**src/rtl/tcw_pkg.sv**
```systemverilog
// Package for the text console writer: command codes, character constants,
// field widths and the command and status records between controller and datapath.
// It has no dependencies.
`timescale 1ns / 1ps

package tcw_pkg;

  localparam int unsigned CHAR_W = 8;
  localparam int unsigned ATTR_W = 8;
  localparam int unsigned COORD_W = 8;
  localparam int unsigned COL_W = 7;
  localparam int unsigned ROW_W = 6;
  localparam int unsigned CELL_W = CHAR_W + ATTR_W;

  localparam logic [CHAR_W-1:0] CH_NEWLINE = 8'd10;
  localparam logic [CHAR_W-1:0] CH_RETURN = 8'd13;
  localparam logic [CHAR_W-1:0] CH_TAB = 8'd9;
  localparam logic [CHAR_W-1:0] CH_SPACE = 8'd32;
  localparam logic [COL_W:0] TAB_STOP = 8'd8;
  localparam logic [COL_W:0] TAB_MASK = ~(TAB_STOP - 8'd1);
  localparam logic [ATTR_W-1:0] RESET_ATTR = 8'd7;

  typedef enum logic [1:0] {
    FUNC_PUT = 2'd0,
    FUNC_SET_CURSOR = 2'd1,
    FUNC_CLEAR = 2'd2,
    FUNC_READ = 2'd3
  } func_e;

  typedef struct packed {
    logic capture;
    logic exec;
    logic fill_we;
    logic fill_reset_attr;
    logic rd_load;
  } ctrl_cmd_t;

  typedef struct packed {
    func_e func;
    logic  scroll;
    logic  fill_last;
  } dp_status_t;

endpackage

```
**src/rtl/tcw_ctrl.sv**
```systemverilog
// Controller state machine of the text console writer.
// Depends on tcw_pkg for the command and status records.
`timescale 1ns / 1ps

module tcw_ctrl (
  input  logic                clk_i,
  input  logic                rst_ni,
  input  logic                start_i,
  input  tcw_pkg::dp_status_t status_i,
  output tcw_pkg::ctrl_cmd_t  cmd_o,
  output logic                busy_o,
  output logic                done_o
);
  import tcw_pkg::*;

  typedef enum logic [4:0] {
    ST_INIT = 5'b00001,
    ST_IDLE = 5'b00010,
    ST_EXEC = 5'b00100,
    ST_FILL = 5'b01000,
    ST_READ = 5'b10000
  } state_e;

  state_e state_q, state_d;
  logic   done_q, done_d;

  always_comb begin
    state_d = state_q;
    done_d = 1'b0;
    cmd_o = '0;
    unique case (state_q)
      ST_INIT: begin
        cmd_o.fill_we = 1'b1;
        cmd_o.fill_reset_attr = 1'b1;
        if (status_i.fill_last) begin
          state_d = ST_IDLE;
        end
      end
      ST_IDLE: begin
        if (start_i) begin
          cmd_o.capture = 1'b1;
          state_d = ST_EXEC;
        end
      end
      ST_EXEC: begin
        cmd_o.exec = 1'b1;
        if (status_i.func == FUNC_CLEAR || status_i.scroll) begin
          state_d = ST_FILL;
        end else if (status_i.func == FUNC_READ) begin
          state_d = ST_READ;
        end else begin
          state_d = ST_IDLE;
          done_d = 1'b1;
        end
      end
      ST_FILL: begin
        cmd_o.fill_we = 1'b1;
        if (status_i.fill_last) begin
          state_d = ST_IDLE;
          done_d = 1'b1;
        end
      end
      ST_READ: begin
        cmd_o.rd_load = 1'b1;
        state_d = ST_IDLE;
        done_d = 1'b1;
      end
      default: begin
        state_d = ST_IDLE;
      end
    endcase
  end

  always_ff @(posedge clk_i or negedge rst_ni) begin
    if (!rst_ni) begin
      state_q <= ST_INIT;
      done_q <= 1'b0;
    end else begin
      state_q <= state_d;
      done_q <= done_d;
    end
  end

  assign busy_o = (state_q != ST_IDLE);
  assign done_o = done_q;

endmodule

```
**config.mk**
```make
export PLATFORM = sky130hd
export DESIGN_NAME = tcw_ctrl
export DESIGN_NICKNAME = d
export VERILOG_FILES = /design/src/rtl/tcw_pkg.sv /design/src/rtl/tcw_ctrl.sv
export SDC_FILE = /design/constraint.sdc
export NUM_CORES = 1
export LEC_CHECK = 0
export ABC_CLOCK_PERIOD_IN_PS = 2700
export BUFFER_PORTS_ARGS = -buffer_cell sky130_fd_sc_hd__buf_2
export CAP_MARGIN = 25
export CORE_AREA = 2 2 39 41
export DETAILED_ROUTE_END_ITERATION = 10
export DIE_AREA = 0 0 41 43
export PLACE_DENSITY = 0.56
export SKIP_LAST_GASP = 1
export SYNTH_ARGS = -nofsm -noshare
export SYNTH_HDL_FRONTEND = slang
export SYNTH_SLANG_ARGS = --single-unit
export TNS_END_PERCENT = 20
```
**constraint.sdc**
```tcl
create_clock -name clk_i -period 2.7 [get_ports clk_i]
set_input_delay 0.135 -clock clk_i [delete_from_list [all_inputs] [get_ports clk_i]]
set_output_delay 0.135 -clock clk_i [all_outputs]
set_load 0.02 [all_outputs]
```
==> impl_metrics.yaml <==
status:
  status: "finished, final reports clean"
sta:
  rsz0062_at_grt: "false"
  tns_ns: 0
  post-route-min-period_ns: 1.89
  clock_skew_ns: 0.00897
  finalSetupViolCount: 0
  relSlewSlack_pct: 74.6
  slew_viol_final: 0
  hold_viol: 0
  period_share_pct: 70.0
  worstMarginPinSlew_ns: 0.372
  max_freq_mhz: 529
clock_tree:
  cts_buffer_depth: 2
  cts_buffers: 3
  cts_tree: "built"
  clock_latency_ns: 0.25
  h-tree-depth: 1
  post_cts_buffers: 0
  clock-root-buffer: "clkbuf_4"
  clk_pin_slew_ns: 0.06
  clock-sinks: 6
power_and_ir_drop:
  power_frac_clock_pct: 24.2
  pwr-share-comb_pct: 40.0
  netSwitchingFraction_pct: 38.9
  power_density_nw_per_um2: 843
  intPower_mw: 0.239
  ir_worst_vdd_mv: 0.266
  p_total_mw: 0.390
  p_switching_mw: 0.152
  p_seq_share_pct: 35.7
  leakage_nw: 0.227
layout:
  fin_area_um2: 463
  utilization_pct: 33.5
  layout.nets: 60
  area_growth_pct: 31.2
  fillers: 150
  drive_gt1_share_pct: 42.3
  antenna_cells: 0
global_routing:
  grt_max_degree: 9
  grt_pass1_vias: 307
  track_usage_pct: 11.7
  antenna_found_initial: 0
  busiest_layer: "met2"
  grt_remaining_overflow: 0
  use_met2_pct: 15.0
  grt_first_pass_wirelength_um: 1320
  grt_use_met3_pct: 6.28
  gr-usage-met1_pct: 14.3
critical_path:
  crit_family: "simple AND/OR/NAND/NOR gates"
  start_kind: "register"
  crit_type: "register to output pin"
  reg2reg_depth: 3
  required_ns: 2.57
  rr_startpoint: "state_q[2]"
  critPathBufInv: 1
  end_kind: "output pin"
  crit_path_cell_trace: "or2_4 > or4b_4 > nor2_1 > buf_2"
  crit_fanout: 7
  cp.depth: 4
  crit_path_max_incr_delay_ns: 0.51
  r2r-end: "state_q[1]"
  slowest_stage: "or4b_4"
  startpoint: "state_q[2]"
  crit_end: "cmd_o[4]"
  r2r_slack_ns: 1.23
  arrival_ns: 1.75
floorplanning:
  core-area_um2: 1380
  die-height_um: 43
  io_pins: 14
  fp-row-count: 14
  die_w_um: 41
  die_area_um2: 1760
  initial_utilization_pct: 25.5
route:
  num_vias: 324
  drt_pass1_iterations: 3
  drt.antenna.violating_nets: 0
  wl_um: 781
  post_drt_wl_per_cell_um: 11.5
  viasPerCell: 4.76
  drt-initial-drc-count: 5
  drc: 0
placed_design:
  io_buffers: 13
  dpl_cell_area_um2: 427
  hpwl_um: 559
  place_congestion: 0.725
logic_synthesis:
  syn_area_per_cell_um2: 10.1
  netlist_area_um2: 353
  yosys_warnings: 0
  synth_cells: 35
  seq_area_frac_synth_pct: 42.9
  syn-num-nets: 42
  ys_types: 22
  ys_seq_elements: 6
flow_run:
  maxCapViolations: 0
worst_hold_path:
  hold_class: "input port to register"
[flip-flops by register name (all words and copies together), names as in the netlist]
signal	count
state_q	5
done_o	1
[worst min-delay path by stage]
stage | from | end | slack (ns) | cells past startpoint
global placement | rst_ni | state_q[1] | -0.03 | 1
finish | status_i[1] | state_q[4] | 0.09 | 2
global route | status_i[1] | state_q[4] | 0.08 | 2
detailed placement | rst_ni | done_o | -0.03 | 1
CTS | status_i[1] | state_q[4] | 0.08 | 2
floorplan | rst_ni | done_o | -0.16 | 0
[cells by family (layout without fill, tap and decap cells)]
family | count (synthesis) | after routing | share of synthesized area [%]
AO/OA/AOI/OAI | 6 | 6 | 13.5
flip-flops | 6 | 6 | 42.9
multiplexers | 1 | 1 | 3.19
AND/OR/NAND/NOR | 17 | 17 | 31.6
buffers and inverters | 4 | 21 | 6.38
XOR/XNOR | 1 | 1 | 2.48
[cell usage after synthesis, drive strengths merged]
cell	n	share of area [%]
mux2	1	3.2
o21ai	1	1.4
buf	1	3.2
and2b	1	2.1
nor3	2	2.8
dfrtp	5	35
nor4	3	7.1
a211oi	1	2.1
inv	3	3.2
and2	1	1.8
or2	1	2.5
xnor2	1	2.5
dfstp	1	7.4
nor4b	2	5.0
a21oi	1	1.4
nand2	3	3.2
a2111oi	1	2.5
or4b	1	3.9
nor2	3	3.2
o2bb2ai	1	2.5
o22ai	1	3.5
[metrics by stage]
step,hold WS (ns),cells,worst slack [ns]
final,0.0919,68,0.810
after CTS,0.0832,68,0.794
after detailed placement,-0.0314,63,1.08
after global placement,-0.0332,63,1.09
after floorplan,-0.161,35,0.992
after global routing,0.0844,68,0.690
[layout make-up]
type                            count  area (um^2)  area share, %
Multi-Input combinational cell     25          179           38.6
Inverter                            3         11.3           2.43
Clock buffer                        4         26.3           5.68
Sequential cell                     6          151           32.7
Timing Repair Buffer               14         75.1           16.2
Tap cell                           16         20.0           4.32
[cells in the final DEF (no fill, tap or decap), drive strengths merged]
cell type	instances
nor3	2
a2111oi	1
mux2	1
inv	3
xnor2	1
and2b	1
buf	13
and2	1
nor2	3
a211oi	1
a21oi	1
clkbuf	4
dfrtp	5
or2	1
o22ai	1
dfstp	1
o21ai	1
nor4b	2
dlygate4sd3	1
nor4	3
or4b	1
nand2	3
o2bb2ai	1
[what timing repair did]
| action | 4_1_cts | 5_1_grt |
|---|---|---|
| setup endpoints to repair | 0 | 0 |
| endpoints found under the hold margin | 6 | 0 |
| resized for setup | 0 | 0 |
| hold buffers | 1 | 0 |
[routing by layer]
metal	routed length, um	part of all wire (%)
met5	0	0
met4	8	1.0
met3	63	8.1
met2	331	42
met1	378	48
[power groups by stage]
stage                     registers (mW)  clock network [mW]  logic, mW
final                              0.139              0.0947      0.156
after global routing               0.143               0.102      0.177
after CTS                          0.139              0.0978      0.159
after detailed placement           0.140                   0      0.155
after global placement             0.140                   0      0.156
after floorplan                    0.132                   0      0.125
Power figures use the tool's default switching activity.
